File: config.mk
export PLATFORM = sky130hd
export DESIGN_NAME = stable_priority_ready_queue_unit
export DESIGN_NICKNAME = d
export VERILOG_FILES = /design/src/rtl/core/spqr_pkg.sv /design/src/rtl/core/spqr_cell.sv /design/src/rtl/core/stable_priority_ready_queue_unit.sv
export SDC_FILE = /design/constraint.sdc
export NUM_CORES = 1
export LEC_CHECK = 0
export BUFFER_PORTS_ARGS = -buffer_cell sky130_fd_sc_hd__buf_4
export CORE_MARGIN = 5
export CORE_UTILIZATION = 42
export CTS_CLUSTER_SIZE = 16
export DETAILED_ROUTE_END_ITERATION = 8
export PLACE_DENSITY = 0.58
export SYNTH_ARGS = -nofsm -noshare
export SYNTH_HDL_FRONTEND = slang
export SYNTH_HIERARCHICAL = 1
export SYNTH_SLANG_ARGS = --single-unit
File: constraint.sdc
create_clock -name aclk -period 7.2 [get_ports aclk]
set_clock_uncertainty 0.2 [all_clocks]
set_input_delay 0.72 -clock aclk [delete_from_list [all_inputs] [get_ports aclk]]
set_output_delay 0.72 -clock aclk [all_outputs]
set_load 0.005 [all_outputs]
File: src/rtl/core/spqr_pkg.sv
// ----------------------------------------------------------------------------
// spqr_pkg
// Types and codes shared by the sorted ready queue and its slot cells.
// ----------------------------------------------------------------------------
package spqr_pkg;

    localparam int ID_W       = 4;
    localparam int PRIO_W     = 8;
    localparam int OCC_W      = 5;

    localparam logic MODE_ENQ = 1'b0;
    localparam logic MODE_DEQ = 1'b1;

    typedef enum logic [1:0] {
        STATUS_OK    = 2'd0,
        STATUS_EMPTY = 2'd1,
        STATUS_FULL  = 2'd2
    } status_t;

    typedef struct packed {
        logic              mode;
        logic [ID_W-1:0]   proc_id;
        logic [PRIO_W-1:0] entry_priority;
    } in_item_t;

    typedef struct packed {
        logic [ID_W-1:0]   out_id;
        logic [PRIO_W-1:0] out_priority;
        status_t           status;
        logic [OCC_W-1:0]  occupancy;
    } out_item_t;

    // per-cycle command broadcast to every slot cell
    typedef struct packed {
        logic enq;   // insert accepted and queue not full
        logic deq;   // remove accepted and queue not empty
    } cell_ctrl_t;

endpackage

File: src/rtl/core/spqr_cell.sv
// ----------------------------------------------------------------------------
// spqr_cell
// One slot of the sorted queue: holds an id and a priority, shifts toward the
// tail on an insert ahead of it and toward the head on removal.
// ----------------------------------------------------------------------------
module spqr_cell #(
    parameter int PW = 8
) (
    input  logic                      aclk,
    input  spqr_pkg::cell_ctrl_t      ctrl,
    input  logic [spqr_pkg::ID_W-1:0] new_id,
    input  logic [PW-1:0]             new_prio,
    input  logic                      occupied,
    input  logic                      at_tail,
    input  logic                      left_shift,
    input  logic [spqr_pkg::ID_W-1:0] left_id,
    input  logic [PW-1:0]             left_prio,
    input  logic [spqr_pkg::ID_W-1:0] right_id,
    input  logic [PW-1:0]             right_prio,
    output logic                      shift,
    output logic [spqr_pkg::ID_W-1:0] id,
    output logic [PW-1:0]             prio
);

    logic [spqr_pkg::ID_W-1:0] id_reg,   id_next;
    logic [PW-1:0]             prio_reg, prio_next;

    // held entry is strictly lower than the newcomer: it moves one slot down
    assign shift = occupied && (prio_reg < new_prio);

    always_comb begin
        id_next   = id_reg;
        prio_next = prio_reg;
        if (ctrl.enq) begin
            if (left_shift) begin
                id_next   = left_id;
                prio_next = left_prio;
            end else if (shift || at_tail) begin
                id_next   = new_id;
                prio_next = new_prio;
            end
        end else if (ctrl.deq) begin
            id_next   = right_id;
            prio_next = right_prio;
        end
    end

    always_ff @(posedge aclk) begin
        id_reg   <= id_next;
        prio_reg <= prio_next;
    end

    assign id   = id_reg;
    assign prio = prio_reg;

endmodule

File: src/rtl/core/stable_priority_ready_queue_unit.sv
// Result: registered on the input transfer and valid in the output register in the next cycle.
// Throughput: 1 item per cycle while the output register is empty or being taken; every slot
// cell compares against the new priority in parallel and shifts one place in the same cycle.
// Reset: aresetn (synchronous, low) empties the queue and clears the output
// valid; slot contents are not reset and are only read below the fill count.
// ----------------------------------------------------------------------------
// stable_priority_ready_queue_unit
// Bounded ready queue of process ids in descending priority order, built as
// a row of slot cells; equal priorities leave in arrival order.
// ----------------------------------------------------------------------------
module stable_priority_ready_queue_unit #(
    parameter int QUEUE_DEPTH   = 16,
    parameter int PRIORITY_BITS = 8
) (
    input  logic                aclk,
    input  logic                aresetn,
    input  logic                s_valid,
    output logic                s_ready,
    input  spqr_pkg::in_item_t  s_item,
    output logic                m_valid,
    input  logic                m_ready,
    output spqr_pkg::out_item_t m_result
);

    localparam int CW = $clog2(QUEUE_DEPTH + 1);
    localparam int SW = (PRIORITY_BITS < spqr_pkg::PRIO_W) ? PRIORITY_BITS
                                                           : spqr_pkg::PRIO_W;

    logic [CW-1:0]             count_reg, count_next;
    logic                      m_valid_reg;
    spqr_pkg::out_item_t       result_reg, result_next;

    logic                      in_xfer;
    logic                      is_deq, empty, full;
    spqr_pkg::cell_ctrl_t      ctrl;
    logic [SW-1:0]             new_prio;
    logic [CW+spqr_pkg::OCC_W-1:0] occ_wide;

    logic [spqr_pkg::ID_W-1:0] cell_id    [QUEUE_DEPTH];
    logic [SW-1:0]             cell_prio  [QUEUE_DEPTH];
    logic                      cell_shift [QUEUE_DEPTH];

    assign s_ready  = !m_valid_reg || m_ready;
    assign in_xfer  = s_valid && s_ready;
    assign is_deq   = (s_item.mode == spqr_pkg::MODE_DEQ);
    assign empty    = (count_reg == '0);
    assign full     = (count_reg == CW'(QUEUE_DEPTH));
    assign new_prio = s_item.entry_priority[SW-1:0];

    assign ctrl.enq = in_xfer && !is_deq && !full;
    assign ctrl.deq = in_xfer && is_deq && !empty;

    genvar g;
    generate
        for (g = 0; g < QUEUE_DEPTH; g++) begin : g_cell
            logic                      l_shift;
            logic [spqr_pkg::ID_W-1:0] l_id,  r_id;
            logic [SW-1:0]             l_prio, r_prio;

            if (g == 0) begin : g_head
                assign l_shift = 1'b0;
                assign l_id    = s_item.proc_id;
                assign l_prio  = new_prio;
            end else begin : g_body
                assign l_shift = cell_shift[g-1];
                assign l_id    = cell_id[g-1];
                assign l_prio  = cell_prio[g-1];
            end

            if (g == QUEUE_DEPTH - 1) begin : g_last
                assign r_id   = cell_id[g];
                assign r_prio = cell_prio[g];
            end else begin : g_inner
                assign r_id   = cell_id[g+1];
                assign r_prio = cell_prio[g+1];
            end

            spqr_cell #(
                .PW (SW)
            ) u_cell (
                .aclk       (aclk),
                .ctrl       (ctrl),
                .new_id     (s_item.proc_id),
                .new_prio   (new_prio),
                .occupied   (CW'(g) < count_reg),
                .at_tail    (CW'(g) == count_reg),
                .left_shift (l_shift),
                .left_id    (l_id),
                .left_prio  (l_prio),
                .right_id   (r_id),
                .right_prio (r_prio),
                .shift      (cell_shift[g]),
                .id         (cell_id[g]),
                .prio       (cell_prio[g])
            );
        end
    endgenerate

    always_comb begin
        count_next = count_reg;
        if (ctrl.enq) begin
            count_next = count_reg + 1'b1;
        end else if (ctrl.deq) begin
            count_next = count_reg - 1'b1;
        end
    end

    assign occ_wide = (CW+spqr_pkg::OCC_W)'(count_next);

    always_comb begin
        result_next              = result_reg;
        result_next.out_id       = '0;
        result_next.out_priority = '0;
        result_next.status       = spqr_pkg::STATUS_OK;
        result_next.occupancy    = occ_wide[spqr_pkg::OCC_W-1:0];
        if (is_deq) begin
            if (empty) begin
                result_next.status = spqr_pkg::STATUS_EMPTY;
            end else begin
                result_next.out_id       = cell_id[0];
                result_next.out_priority = spqr_pkg::PRIO_W'(cell_prio[0]);
            end
        end else if (full) begin
            result_next.status = spqr_pkg::STATUS_FULL;
        end
    end

    always_ff @(posedge aclk) begin
        if (!aresetn) begin
            count_reg   <= '0;
            m_valid_reg <= 1'b0;
        end else begin
            count_reg <= count_next;
            if (in_xfer) begin
                m_valid_reg <= 1'b1;
            end else if (m_ready) begin
                m_valid_reg <= 1'b0;
            end
        end
    end

    always_ff @(posedge aclk) begin
        if (in_xfer) begin
            result_reg <= result_next;
        end
    end

    assign m_valid  = m_valid_reg;
    assign m_result = result_reg;

    // fill count stays within the row of cells
    a_count_range: assert property (@(posedge aclk) disable iff (!aresetn)
        count_reg <= CW'(QUEUE_DEPTH))
        else $error("queue count beyond depth");

    // a successful removal drops the count by one
    a_deq_count: assert property (@(posedge aclk) disable iff (!aresetn)
        ctrl.deq |=> count_reg == $past(count_reg) - 1'b1)
        else $error("count not decremented on removal");

    // the head never ranks below the next entry
    a_head_order: assert property (@(posedge aclk) disable iff (!aresetn)
        (count_reg >= CW'(2)) |-> cell_prio[0] >= cell_prio[1])
        else $error("head out of priority order");

    // a transfer that meets an empty or full queue leaves the count alone
    a_reject_hold: assert property (@(posedge aclk) disable iff (!aresetn)
        (in_xfer && !ctrl.enq && !ctrl.deq) |=> $stable(count_reg))
        else $error("rejected item changed the count");

endmodule

== After elaboration in Yosys (flattened, before gate mapping) ==
Index checks and enable logic that the tools add are counted.
Operators by class
  $add $sub $neg: 2
  reductions and logical operators: 63
  magnitude comparators: 32
  multiplexer cells: 129
  equal/unequal tests: 31
  bitwise logic cells: 1
Operators with widths (number)
  $mux W8: 61
  $mux W4: 61
  $lt A8 B8 Y1: 16
  $ne A3 B1 Y1 const B: 14
  $eq A4 B5 Y1 const A: 8
  $lt A4 B5 Y1 const A: 8
  $reduce_and A2 Y1: 16
  $logic_and A1 B1 Y1: 21
  $eq A3 B5 Y1 const A: 4
  $lt A3 B5 Y1 const A: 4
  $logic_or A1 B1 Y1: 17
  $eq A2 B5 Y1 const A: 2
  $lt A1 B5 Y1 const A: 2
  $lt A2 B5 Y1 const A: 2
  $mux W5: 2
  $reduce_bool A2 Y1: 3
  $add A5 B1 Y5 const B: 1
  $eq A1 B5 Y1 const A: 1
  $eq A5 B5 Y1 const B: 1
  $logic_not A5 Y1: 1
  $sub A5 B1 Y5 const B: 1
  $logic_not A1 Y1: 4
  $mux W2: 2
  $mux W1: 3
  other kinds (3): 3
Word-level totals
  flip-flop bits (word level): 217
  input port bits: 17

== Logic depth before layout (Yosys ltp) ==
Gate-level depths: netlist of run 1.
  depth in word-level cells: 7
  depth in mapped cells: 11

== By module ==
The synthesis of run 1 kept the hierarchy.
By module, submodules not included
  spqr_cell: times used 16, area each 810.8 um2, cells each 79
  stable_priority_ready_queue_unit: times used 1, area each 1403.8 um2, cells each 146

== Least setup slack after synthesis of run 1 ==
No wires, ideal clock.
  path kind: register to register
  start point: reg count_reg[1]
  end point: reg g_cell[0].u_cell.id_reg (netlist bit g_cell[0].u_cell/id[0]) (enable)
  stages on the path, launching flop included: 8
  required time: 6.647 ns
  setup slack: 4.118 ns
  arrival: 2.530 ns
  library setup time: 0.353 ns
  cell sequence: dfxtp_1 -> clkbuf_1 -> inv_1 -> ha_1 -> and4bb_2 -> nor3_1 -> buf_2 -> o22a_1
RTL lines
  start: declaration: line stable_priority_ready_queue_unit.sv:29  | logic [CW-1:0] count_reg, count_next;
  start signal: assignment: line stable_priority_ready_queue_unit.sv:133  | count_reg <= count_next;
  end signal: assignment: line spqr_cell.sv:49  | id_reg <= id_next;
  end: declaration: line spqr_cell.sv:25  | logic [spqr_pkg::ID_W-1:0] id_reg, id_next;

==> metrics.txt, run 1 <==
# TYPE chip_impl_metric gauge
chip_impl_metric{name="dr_total_vias",unit=""} 10200
chip_impl_metric{name="finalNetCount",unit=""} 1522
chip_impl_metric{name="synth_largest_type_area_fraction",unit="%"} 44.1
chip_impl_metric{name="synth.ff_latch_count",unit=""} 217
chip_impl_metric{name="period_minus_slack",unit="ns"} 3.82
chip_impl_metric{name="antenna_violating_nets_post_route",unit=""} 0
chip_impl_metric{name="finalHoldViolCount",unit=""} 0
chip_impl_info{name="synthMostInstantiatedCell",value="sky130_fd_sc_hd__nor2_1"} 1
chip_impl_metric{name="wirelength",unit="um"} 34900
chip_impl_metric{name="die_y",unit="um"} 195
chip_impl_metric{name="worst-endpoint-arrival",unit="ns"} 4.00
chip_impl_metric{name="detailedPlacementHpwl",unit="um"} 23900
chip_impl_metric{name="setup_viol",unit=""} 0
chip_impl_metric{name="syn_avg_cell_area",unit="um2"} 10.2
chip_impl_info{name="worstSetupStartpointType",value="register"} 1
chip_impl_info{name="startpoint_of_the_tightest_hold_check_path",value="aresetn"} 1
chip_impl_metric{name="max_ffs_per_register",unit=""} 128
chip_impl_info{name="yosys-top-cells-area",value="sky130_fd_sc_hd__edfxtp_1 (44%), sky130_fd_sc_hd__mux2i_1 (13%), sky130_fd_sc_hd__ha_1 (10%), sky130_fd_sc_hd__a21oi_1 (6.8%), sky130_fd_sc_hd__nor2_1 (5.8%)"} 1
chip_impl_info{name="cts_tree",value="built"} 1
chip_impl_metric{name="gp_congestion",unit=""} 0.806
chip_impl_metric{name="postCtsHoldBufs",unit=""} 0
chip_impl_metric{name="synth_sequential_area_ratio",unit="%"} 44.9
chip_impl_metric{name="insertion_delay",unit="ns"} 0.55
chip_impl_metric{name="inserted_clock_buffers",unit=""} 26
chip_impl_metric{name="max_clock_freq",unit="GHz"} 0.262
chip_impl_metric{name="syn-instance-count",unit=""} 1410
chip_impl_metric{name="htree_levels",unit=""} 1
chip_impl_metric{name="count_of_yosys_warnings_during_synthesis",unit=""} 6
chip_impl_metric{name="grt_first_pass_wirelength",unit="um"} 55800
chip_impl_metric{name="proportion_of_register_bits_with_asynchronous_set_or_reset_after_synthesis",unit="%"} 0
chip_impl_info{name="hold_path_end",value="count_reg[3]"} 1
chip_impl_metric{name="coreArea",unit="um2"} 33700
chip_impl_metric{name="number_of_antenna_violations_at_the_first_check_in_global_routing",unit=""} 0
chip_impl_metric{name="cts_resized",unit=""} 0
chip_impl_metric{name="route.detailed.drc",unit=""} 0
chip_impl_metric{name="hold_depth",unit=""} 2
chip_impl_info{name="critPathCaptureType",value="register"} 1
chip_impl_metric{name="postSynthNetCount",unit=""} 1544
chip_impl_metric{name="finalCritPeriodShare",unit="%"} 53.1
chip_impl_metric{name="worst_pin_slew",unit="ns"} 1.03
chip_impl_metric{name="mappedNetlistArea",unit="um2"} 14400
chip_impl_metric{name="post_drt_wl_per_cell",unit="um"} 18.8
chip_impl_metric{name="placement_rows",unit=""} 67
chip_impl_metric{name="drt_iter0_drc",unit=""} 678
chip_impl_metric{name="worst-path-max-fanout",unit=""} 107
chip_impl_metric{name="fillCellCount",unit=""} 3184
chip_impl_metric{name="via_count_of_the_first_global_routing_pass",unit=""} 10500
chip_impl_info{name="cts.root.buffer_cell",value="sky130_fd_sc_hd__clkbuf_16"} 1
chip_impl_metric{name="p_leak",unit="nW"} 5.99
chip_impl_info{name="post_synth_most_frequent_cells",value="sky130_fd_sc_hd__nor2_1 (221), sky130_fd_sc_hd__edfxtp_1 (211), sky130_fd_sc_hd__a21oi_1 (195), sky130_fd_sc_hd__mux2i_1 (193), sky130_fd_sc_hd__inv_1 (119)"} 1
chip_impl_metric{name="synth_enable_flop_cells",unit=""} 211
chip_impl_metric{name="portBuffers",unit=""} 37
chip_impl_metric{name="grtUsageTotal",unit="%"} 17.8
chip_impl_info{name="maxUsedRoutingLayer",value="met4"} 1
chip_impl_metric{name="die-width",unit="um"} 195
chip_impl_metric{name="timing.hold.ws",unit="ns"} 0.231
chip_impl_metric{name="floorplan.die_area",unit="um2"} 38000
chip_impl_metric{name="grt_start_max_net_pins",unit=""} 230
chip_impl_metric{name="worst_path_clk_slew",unit="ns"} 0.06
chip_impl_metric{name="cts.sink_count",unit=""} 217
chip_impl_metric{name="io-pin-count",unit=""} 38
chip_impl_info{name="synthDominantAreaCellType",value="sky130_fd_sc_hd__edfxtp_1"} 1
chip_impl_metric{name="areaGrowthSynthToFinish",unit="%"} 8.30
chip_impl_metric{name="max-clock-path-buffers",unit=""} 3
chip_impl_info{name="status",value="completed"} 1
chip_impl_metric{name="multiInputGateArea",unit="um2"} 6950
chip_impl_metric{name="synth.distinct_cells",unit=""} 45
chip_impl_metric{name="grt_overflow_total",unit=""} 0
chip_impl_metric{name="first_pass_iters",unit=""} 5
chip_impl_info{name="worstReg2RegEnd",value="g_cell[3].u_cell/prio[3]"} 1
chip_impl_metric{name="layout_cell_share_with_drive_strength_beyond_1",unit="%"} 5.76
chip_impl_metric{name="post-cts-setup-buffer-count",unit=""} 0
chip_impl_metric{name="drv.max_cap_violation_count",unit=""} 0
chip_impl_metric{name="vdd.ir_drop.worst",unit="uV"} 177
chip_impl_info{name="synth-main-ff-cell",value="sky130_fd_sc_hd__edfxtp_1"} 1
chip_impl_metric{name="wl_met3",unit="um"} 1220
chip_impl_metric{name="r2r.worst_path.cells",unit=""} 8
chip_impl_metric{name="finalMaxSlewViolations",unit=""} 0
chip_impl_metric{name="via_per_inst",unit=""} 5.52
chip_impl_metric{name="ff_latch_area",unit="um2"} 6460
chip_impl_metric{name="initial_core_util",unit="%"} 42.7
chip_impl_metric{name="critPathRequiredTime",unit="ns"} 7.38
chip_impl_metric{name="relSlewSlack",unit="%"} 31.1
chip_impl_info{name="r2r_start",value="count_reg[1]"} 1
chip_impl_info{name="critical_path_class",value="register to register"} 1
chip_impl_metric{name="power_density",unit="nW/um2"} 258
chip_impl_info{name="grt_setup_unrepaired",value="no"} 1
chip_impl_info{name="min-delay-path-class",value="primary input to register"} 1
chip_impl_metric{name="regToRegSetupSlack",unit="ns"} 3.38
chip_impl_metric{name="drt-met1-wl",unit="um"} 16100
chip_impl_metric{name="timing.setup.tns",unit="ns"} 0
chip_impl_metric{name="dr_wl_met2",unit="um"} 16900
## final cells by class
cell class | count | share of cell area, %
antenna | 1 | 0.0161
clock buffer | 32 | 4.32
clock inverter | 14 | 1.00
inverter | 120 | 2.90
multi-input combinational | 982 | 44.6
sequential | 217 | 41.5
tap | 448 | 3.60
timing repair buffer | 41 | 2.06
## critical path, cell delays in order (launching register included)
cell                       delay, ns
sky130_fd_sc_hd__dfxtp_1        0.59
sky130_fd_sc_hd__inv_1          0.17
sky130_fd_sc_hd__ha_1           0.28
sky130_fd_sc_hd__and4bb_2       0.27
sky130_fd_sc_hd__nor3_2         0.21
sky130_fd_sc_hd__buf_4          0.66
sky130_fd_sc_hd__buf_4          0.90
sky130_fd_sc_hd__nor2_1         0.13
sky130_fd_sc_hd__a21oi_1        0.17
## through the flow
stage,cells,area (um2),total power [mW],worst slack [ns],util (%)
2_1_floorplan,1410,14400,2.47,4.12,-
3_3_place_gp,1808,14700,2.72,3.39,43.7
3_5_place_dp,1808,14700,2.74,3.34,43.7
4_1_cts,1854,15600,4.06,3.42,46.2
5_1_grt,1854,15600,4.24,3.12,46.2
6_report,1855,15600,4.02,3.38,46.2
## worst max-delay path by stage
stage | startpoint | to
floorplan | count_reg[1] | g_cell[0].u_cell/id[0]
global placement | s_item[3] | g_cell[7].u_cell/prio[0]
detailed placement | s_item[3] | g_cell[15].u_cell/id[3]
CTS | count_reg[1] | g_cell[0].u_cell/prio[1]
global route | count_reg[1] | g_cell[0].u_cell/prio[1]
finish | count_reg[1] | g_cell[3].u_cell/prio[3]
## cell usage in the layout, fill, tap and decap left out, types with 17 or more instances in the layout
master / count
sky130_fd_sc_hd__nor2_1: 221
sky130_fd_sc_hd__nand2_1: 44
sky130_fd_sc_hd__buf_4: 40
sky130_fd_sc_hd__a21oi_1: 195
sky130_fd_sc_hd__o211ai_1: 17
sky130_fd_sc_hd__nand3_1: 18
sky130_fd_sc_hd__mux2i_1: 193
sky130_fd_sc_hd__nor3b_1: 17
sky130_fd_sc_hd__o21a_1: 34
sky130_fd_sc_hd__and4b_1: 17
sky130_fd_sc_hd__clkbuf_16: 26
sky130_fd_sc_hd__edfxtp_1: 211
sky130_fd_sc_hd__inv_1: 119
sky130_fd_sc_hd__ha_1: 117
## report_power, final
part           total, mW  switching [mW]  internal, mW
registers           1.77           0.136          1.63
logic              0.944           0.570         0.374
clock network       1.31           0.538         0.770
total               4.02            1.24          2.77
## cells by family after synthesis
family	after synthesis	synth area share, %
AO/OA/AOI/OAI	308	12.9
flip-flops	217	44.9
XOR/XNOR	3	0.183
buffers and inverters	211	6.79
adder cells (fa/ha/maj)	117	10.2
AND/OR/NAND/NOR	360	11.6
other	1	0.0261
multiplexers	193	13.4
## layer usage
metal,vias to the layer above,global-route usage (%)
met5,-,0
li1,5048,-
met3,53,2.17
met1,4992,23.9
met4,0,4.09
met2,147,30.9
(Power assumes the default switching activity.)
==> run 2: changes to the inputs <==
PLACE_DENSITY = 0.61   (was 0.58)
clock period = 3.45 ns   (was 7.2 ns; I/O delays follow)
==> metrics.txt, run 2 (synthesized netlist as in run 1, its figures left out) <==
# TYPE chip_impl_metric gauge
chip_impl_info{name="worstSetupStartpointType",value="register"} 1
chip_impl_metric{name="dr_total_vias",unit=""} 10400
chip_impl_metric{name="power_density",unit="nW/um2"} 519
chip_impl_metric{name="layout.core_utilization",unit="%"} 46.8
chip_impl_metric{name="worst-endpoint-arrival",unit="ns"} 3.08
chip_impl_info{name="status",value="completed"} 1
chip_impl_metric{name="post_drt_wl_per_cell",unit="um"} 18.7
chip_impl_metric{name="insertion_delay",unit="ns"} 0.53
chip_impl_metric{name="max-clock-path-buffers",unit=""} 3
chip_impl_info{name="final_common_cell",value="sky130_fd_sc_hd__nor2_1"} 1
chip_impl_metric{name="timing.setup.tns",unit="ns"} 0
chip_impl_metric{name="inserted_clock_buffers",unit=""} 25
chip_impl_metric{name="critPathRequiredTime",unit="ns"} 3.48
chip_impl_metric{name="grtUsageTotal",unit="%"} 18.1
chip_impl_metric{name="via_per_inst",unit=""} 5.51
chip_impl_info{name="startpoint_of_the_tightest_hold_check_path",value="m_ready"} 1
chip_impl_metric{name="setup_viol",unit=""} 0
chip_impl_info{name="r2r_start",value="count_reg[0]"} 1
chip_impl_metric{name="detailedPlacementHpwl",unit="um"} 24700
chip_impl_metric{name="first_pass_iters",unit=""} 4
chip_impl_metric{name="period_minus_slack",unit="ns"} 3.05
chip_impl_metric{name="number_of_antenna_violations_at_the_first_check_in_global_routing",unit=""} 1
chip_impl_info{name="worstReg2RegEnd",value="g_cell[5].u_cell/prio[2]"} 1
chip_impl_metric{name="grt_start_max_net_pins",unit=""} 132
chip_impl_metric{name="htree_levels",unit=""} 1
chip_impl_metric{name="die_y",unit="um"} 195
chip_impl_metric{name="cts.sink_count",unit=""} 217
chip_impl_info{name="critPathCaptureType",value="register"} 1
chip_impl_info{name="layout.cells.most_common_list",value="sky130_fd_sc_hd__nor2_1 (221), sky130_fd_sc_hd__edfxtp_1 (211), sky130_fd_sc_hd__a21oi_1 (195)"} 1
chip_impl_metric{name="die-width",unit="um"} 195
chip_impl_metric{name="drv.max_cap_violation_count",unit=""} 0
chip_impl_info{name="grt_setup_unrepaired",value="no"} 1
chip_impl_info{name="critical_path_class",value="register to register"} 1
chip_impl_metric{name="finalNetCount",unit=""} 1557
chip_impl_info{name="min-delay-path-class",value="primary input to register"} 1
chip_impl_metric{name="pre_cts_slack",unit="ns"} 0.409
chip_impl_metric{name="finalCritPeriodShare",unit="%"} 88.4
chip_impl_metric{name="portBuffers",unit=""} 37
chip_impl_metric{name="post-cts-setup-buffer-count",unit=""} 0
chip_impl_metric{name="io-pin-count",unit=""} 38
chip_impl_metric{name="p_leak",unit="nW"} 6.13
chip_impl_metric{name="drt_iter0_drc",unit=""} 704
chip_impl_metric{name="antenna_violating_nets_post_route",unit=""} 0
chip_impl_metric{name="r2r.worst_path.cells",unit=""} 8
chip_impl_metric{name="initial_core_util",unit="%"} 42.7
chip_impl_metric{name="timing.hold.ws",unit="ns"} 0.0237
chip_impl_metric{name="worst_pin_slew",unit="ns"} 0.776
chip_impl_metric{name="via_count_of_the_first_global_routing_pass",unit=""} 10700
chip_impl_metric{name="worst_path_clk_slew",unit="ns"} 0.06
chip_impl_metric{name="final.setup.worst_slack",unit="ns"} 0.401
chip_impl_metric{name="finalHoldViolCount",unit=""} 0
chip_impl_metric{name="vdd.ir_drop.worst",unit="uV"} 357
chip_impl_metric{name="multiInputGateArea",unit="um2"} 6950
chip_impl_info{name="hold_path_end",value="m_valid"} 1
chip_impl_metric{name="areaGrowthSynthToFinish",unit="%"} 9.61
chip_impl_metric{name="relSlewSlack",unit="%"} 48.2
chip_impl_metric{name="floorplan.die_area",unit="um2"} 38000
chip_impl_metric{name="cts_resized",unit=""} 0
chip_impl_metric{name="cell_count_post_placement",unit=""} 1842
chip_impl_metric{name="worst-path-max-fanout",unit=""} 88
chip_impl_metric{name="gp_congestion",unit=""} 0.783
chip_impl_metric{name="regToRegSetupSlack",unit="ns"} 0.40
chip_impl_metric{name="grt_first_pass_wirelength",unit="um"} 57000
chip_impl_metric{name="layout.cells.non_filler",unit=""} 1888
chip_impl_metric{name="finalMaxSlewViolations",unit=""} 0
chip_impl_metric{name="coreArea",unit="um2"} 33700
chip_impl_info{name="cts_tree",value="built"} 1
chip_impl_metric{name="wirelength",unit="um"} 35400
chip_impl_metric{name="ff_latch_area",unit="um2"} 6460
chip_impl_metric{name="fillCellCount",unit=""} 3187
chip_impl_metric{name="route.detailed.drc",unit=""} 0
chip_impl_metric{name="max_clock_freq",unit="GHz"} 0.328
chip_impl_info{name="cts.root.buffer_cell",value="sky130_fd_sc_hd__clkbuf_16"} 1
chip_impl_metric{name="grt_overflow_total",unit=""} 0
chip_impl_metric{name="placement_rows",unit=""} 67
chip_impl_metric{name="layout_cell_share_with_drive_strength_beyond_1",unit="%"} 7.50
chip_impl_metric{name="max_ffs_per_register",unit=""} 128
chip_impl_metric{name="hold_depth",unit=""} 3
chip_impl_metric{name="num_antenna_cells",unit=""} 0
## run 2: cell types whose count changed in the layout (fill, tap and decap cells not counted)
cell / delta
sky130_fd_sc_hd__buf_4: +33
sky130_fd_sc_hd__clkinv_1: +5
sky130_fd_sc_hd__clkinv_2: -3
sky130_fd_sc_hd__bufinv_16: -2
sky130_fd_sc_hd__dlygate4sd3_1: +2
sky130_fd_sc_hd__buf_12: +1
sky130_fd_sc_hd__clkbuf_16: -1
sky130_fd_sc_hd__clkinv_8: -1
sky130_fd_sc_hd__diode_2: -1
## run 2: power breakdown
part           internal, mW  leakage [nW]  switching (mW)
Sequential             3.40          2.02           0.283
Combinational         0.849          3.75            1.21
Clock                  1.39         0.358            1.05
## run 2: area by class of cell
| cell class | count | share of cell area [%] |
|---|---|---|
| Sequential cell | 217 | 41.0 |
| Tap cell | 448 | 3.56 |
| Multi-Input combinational cell | 982 | 44.1 |
| Inverter | 120 | 2.87 |
| Clock inverter | 13 | 0.532 |
| Timing Repair Buffer | 77 | 3.86 |
| Clock buffer | 31 | 4.11 |
## run 2: repair_timing
| item | in CTS | in global routing |
|---|---|---|
| hold endpoints to repair | 6 | 0 |
| hold buffers | 2 | 0 |
| setup endpoints to repair | 0 | 0 |
## run 2: through the flow
step	cell area, um2	total power, mW
4_1_cts	15800	8.26
3_5_place_dp	15000	5.79
3_3_place_gp	15000	5.73
6_report	15800	8.18
2_1_floorplan	14400	5.16
5_1_grt	15800	8.64
## run 2: critical path, cell delays in order, from the launching register on
cell and delay, ns:
sky130_fd_sc_hd__dfxtp_1 0.53, sky130_fd_sc_hd__inv_1 0.15, sky130_fd_sc_hd__ha_1 0.27, sky130_fd_sc_hd__and4bb_2 0.26
sky130_fd_sc_hd__nor3_2 0.17, sky130_fd_sc_hd__buf_12 0.37, sky130_fd_sc_hd__buf_4 0.34, sky130_fd_sc_hd__o22a_1 0.19
sky130_fd_sc_hd__buf_4 0.20
## run 2: routing by layer
layer  up-vias  wire length (um)  GRT usage, %
li1       5132                 -             -
met1      5018             16300          24.7
met2       200             16800          30.6
met3        55              1450          2.27
met4         0               779          4.50
met5         -                 0             0
## run 2: worst max path at each step
stage | slack (ns) | startpoint | depth (start not counted) | to
global placement | 0.46 | s_item[3] | 9 | g_cell[8].u_cell/prio[0]
CTS | 0.41 | count_reg[0] | 8 | g_cell[5].u_cell/prio[6]
detailed placement | 0.41 | count_reg[0] | 5 | g_cell[0].u_cell/prio[1]
floorplan | 0.37 | count_reg[1] | 7 | g_cell[0].u_cell/id[0]
global route | 0.19 | count_reg[0] | 9 | g_cell[6].u_cell/prio[6]
finish | 0.40 | count_reg[0] | 8 | g_cell[5].u_cell/prio[2]
==> run 3: changes to the inputs <==
PLACE_DENSITY = 0.58   (was 0.61)
clock period = 3.3 ns   (was 3.45 ns; I/O delays follow)
==> metrics.txt, run 3 (synthesized netlist as in run 1, its figures left out) <==
# TYPE chip_impl_metric gauge
chip_impl_metric{name="pre_cts_slack",unit="ns"} 0.353
chip_impl_metric{name="max-clock-path-buffers",unit=""} 3
chip_impl_metric{name="relSlewSlack",unit="%"} 40.5
chip_impl_metric{name="hold_depth",unit=""} 2
chip_impl_metric{name="r2r.worst_path.cells",unit=""} 7
chip_impl_metric{name="timing.setup.tns",unit="ns"} 0
chip_impl_info{name="final_common_cell",value="sky130_fd_sc_hd__nor2_1"} 1
chip_impl_metric{name="via_count_of_the_first_global_routing_pass",unit=""} 10600
chip_impl_info{name="cts_tree",value="built"} 1
chip_impl_metric{name="coreArea",unit="um2"} 33700
chip_impl_metric{name="initial_core_util",unit="%"} 42.7
chip_impl_metric{name="wirelength",unit="um"} 36400
chip_impl_metric{name="antenna_violating_nets_post_route",unit=""} 0
chip_impl_metric{name="max_clock_freq",unit="GHz"} 0.344
chip_impl_metric{name="via_per_inst",unit=""} 5.50
chip_impl_metric{name="number_of_antenna_violations_at_the_first_check_in_global_routing",unit=""} 0
chip_impl_metric{name="grtUsageTotal",unit="%"} 18.6
chip_impl_metric{name="finalMaxSlewViolations",unit=""} 0
chip_impl_metric{name="drt_iter0_drc",unit=""} 567
chip_impl_metric{name="worst_pin_slew",unit="ns"} 0.892
chip_impl_info{name="status",value="completed"} 1
chip_impl_metric{name="drv.max_cap_violation_count",unit=""} 0
chip_impl_metric{name="inserted_clock_buffers",unit=""} 25
chip_impl_metric{name="die_y",unit="um"} 195
chip_impl_info{name="critical_path_class",value="register to register"} 1
chip_impl_metric{name="detailedPlacementHpwl",unit="um"} 25300
chip_impl_info{name="cts.root.buffer_cell",value="sky130_fd_sc_hd__clkbuf_16"} 1
chip_impl_metric{name="io-pin-count",unit=""} 38
chip_impl_metric{name="finalCritPeriodShare",unit="%"} 88.1
chip_impl_info{name="worstSetupStartpointType",value="register"} 1
chip_impl_metric{name="gp_congestion",unit=""} 0.804
chip_impl_metric{name="multiInputGateArea",unit="um2"} 6950
chip_impl_metric{name="cell_count_post_placement",unit=""} 1853
chip_impl_metric{name="grt_overflow_total",unit=""} 0
chip_impl_metric{name="period_minus_slack",unit="ns"} 2.91
chip_impl_info{name="critPathCaptureType",value="register"} 1
chip_impl_metric{name="critPathRequiredTime",unit="ns"} 3.48
chip_impl_metric{name="grt_start_max_net_pins",unit=""} 73
chip_impl_metric{name="placement_rows",unit=""} 67
chip_impl_metric{name="die-width",unit="um"} 195
chip_impl_metric{name="grt_first_pass_wirelength",unit="um"} 58300
chip_impl_metric{name="p_leak",unit="nW"} 6.23
chip_impl_metric{name="max_ffs_per_register",unit=""} 128
chip_impl_metric{name="dr_total_vias",unit=""} 10400
chip_impl_metric{name="cts.sink_count",unit=""} 217
chip_impl_info{name="min-delay-path-class",value="primary input to register"} 1
chip_impl_metric{name="layout.core_utilization",unit="%"} 47.4
chip_impl_info{name="layout.cells.most_common_list",value="sky130_fd_sc_hd__nor2_1 (221), sky130_fd_sc_hd__edfxtp_1 (211), sky130_fd_sc_hd__a21oi_1 (195)"} 1
chip_impl_metric{name="worst-endpoint-arrival",unit="ns"} 3.09
chip_impl_metric{name="insertion_delay",unit="ns"} 0.52
chip_impl_metric{name="worst_path_clk_slew",unit="ns"} 0.06
chip_impl_metric{name="first_pass_iters",unit=""} 5
chip_impl_metric{name="areaGrowthSynthToFinish",unit="%"} 11.0
chip_impl_metric{name="final.setup.worst_slack",unit="ns"} 0.393
chip_impl_metric{name="layout_cell_share_with_drive_strength_beyond_1",unit="%"} 8.55
chip_impl_metric{name="num_antenna_cells",unit=""} 0
chip_impl_metric{name="power_density",unit="nW/um2"} 555
chip_impl_metric{name="post_drt_wl_per_cell",unit="um"} 19.2
chip_impl_metric{name="finalNetCount",unit=""} 1569
chip_impl_metric{name="portBuffers",unit=""} 37
chip_impl_metric{name="worst-path-max-fanout",unit=""} 66
chip_impl_metric{name="fillCellCount",unit=""} 3215
chip_impl_metric{name="floorplan.die_area",unit="um2"} 38000
chip_impl_metric{name="power.total",unit="mW"} 8.87
chip_impl_metric{name="htree_levels",unit=""} 1
chip_impl_metric{name="vdd.ir_drop.worst",unit="uV"} 465
chip_impl_metric{name="ff_latch_area",unit="um2"} 6460
chip_impl_metric{name="route.detailed.drc",unit=""} 0
chip_impl_info{name="grt_setup_unrepaired",value="no"} 1
chip_impl_metric{name="layout.cells.non_filler",unit=""} 1898
chip_impl_metric{name="setup_viol",unit=""} 0
chip_impl_metric{name="finalHoldViolCount",unit=""} 0
==> run 3: cell count changes in the layout (fill, tap and decap cells not counted) <==
| cell | previous run | this run |
|---|---|---|
| sky130_fd_sc_hd__clkinvlp_4 | 0 | 1 |
| sky130_fd_sc_hd__clkinv_2 | 4 | 6 |
| sky130_fd_sc_hd__dlygate4sd3_1 | 2 | 3 |
| sky130_fd_sc_hd__clkbuf_1 | 6 | 3 |
| sky130_fd_sc_hd__buf_12 | 2 | 5 |
| sky130_fd_sc_hd__buf_4 | 73 | 81 |
| sky130_fd_sc_hd__bufinv_16 | 1 | 4 |
| sky130_fd_sc_hd__inv_6 | 1 | 0 |
| sky130_fd_sc_hd__clkinv_1 | 8 | 4 |
==> run 3: worst paths after layout <==
kind                          start                      end  slack [ns]
max                    count_reg[2]  g_cell[13].u_cell/id[2]        0.39
min                      s_item[12]              m_result[6]        0.03
max reg2reg            count_reg[2]  g_cell[13].u_cell/id[2]        0.39
min reg2reg  g_cell[5].u_cell/id[3]   g_cell[4].u_cell/id[3]        0.40
==> run 3: final cells by class <==
class,instances,area share [%]
multi-input combinational,982,43.5
sequential,217,40.5
timing repair buffer,89,4.63
clock buffer,28,3.99
tap,448,3.51
inverter,120,2.83
clock inverter,14,1.05
==> run 3: stage by stage <==
stage | instance area [um2] | hold slack [ns]
global placement | 15100 | 0.377
detailed placement | 15100 | 0.389
global route | 16000 | 0.0495
CTS | 16000 | 0.0119
finish | 16000 | 0.0301
floorplan | 14400 | 0.248
==> run 3: what timing repair did <==
item                                   in CTS  in global routing
hold buffers                                3                  0
buffers inserted                            0                  0
gates resized for setup                     0                  0
endpoints found under the hold margin       6                  0
==> run 3: critical path: stages, from the launching register on <==
cell	delay, ns
sky130_fd_sc_hd__dfxtp_1	0.55
sky130_fd_sc_hd__buf_4	0.23
sky130_fd_sc_hd__and4bb_2	0.24
sky130_fd_sc_hd__nor3_2	0.30
sky130_fd_sc_hd__buf_12	0.31
sky130_fd_sc_hd__buf_4	0.56
sky130_fd_sc_hd__nor2_1	0.17
sky130_fd_sc_hd__a21oi_1	0.15
==> run 3: power breakdown <==
part / switching [mW] / leakage, nW / internal [mW]
Clock: 1.12 / 0.394 / 1.68
Combinational: 1.29 / 3.82 / 0.925
Sequential: 0.293 / 2.02 / 3.55
==> run 3: layer usage <==
metal / GRT usage (%) / vias to the layer above / routed length, um
met5: 0 / - / 0
met4: 3.80 / 0 / 670
met3: 2.41 / 47 / 1300
met2: 31.7 / 174 / 17400
met1: 25.7 / 5069 / 17000
li1: - / 5148 / -
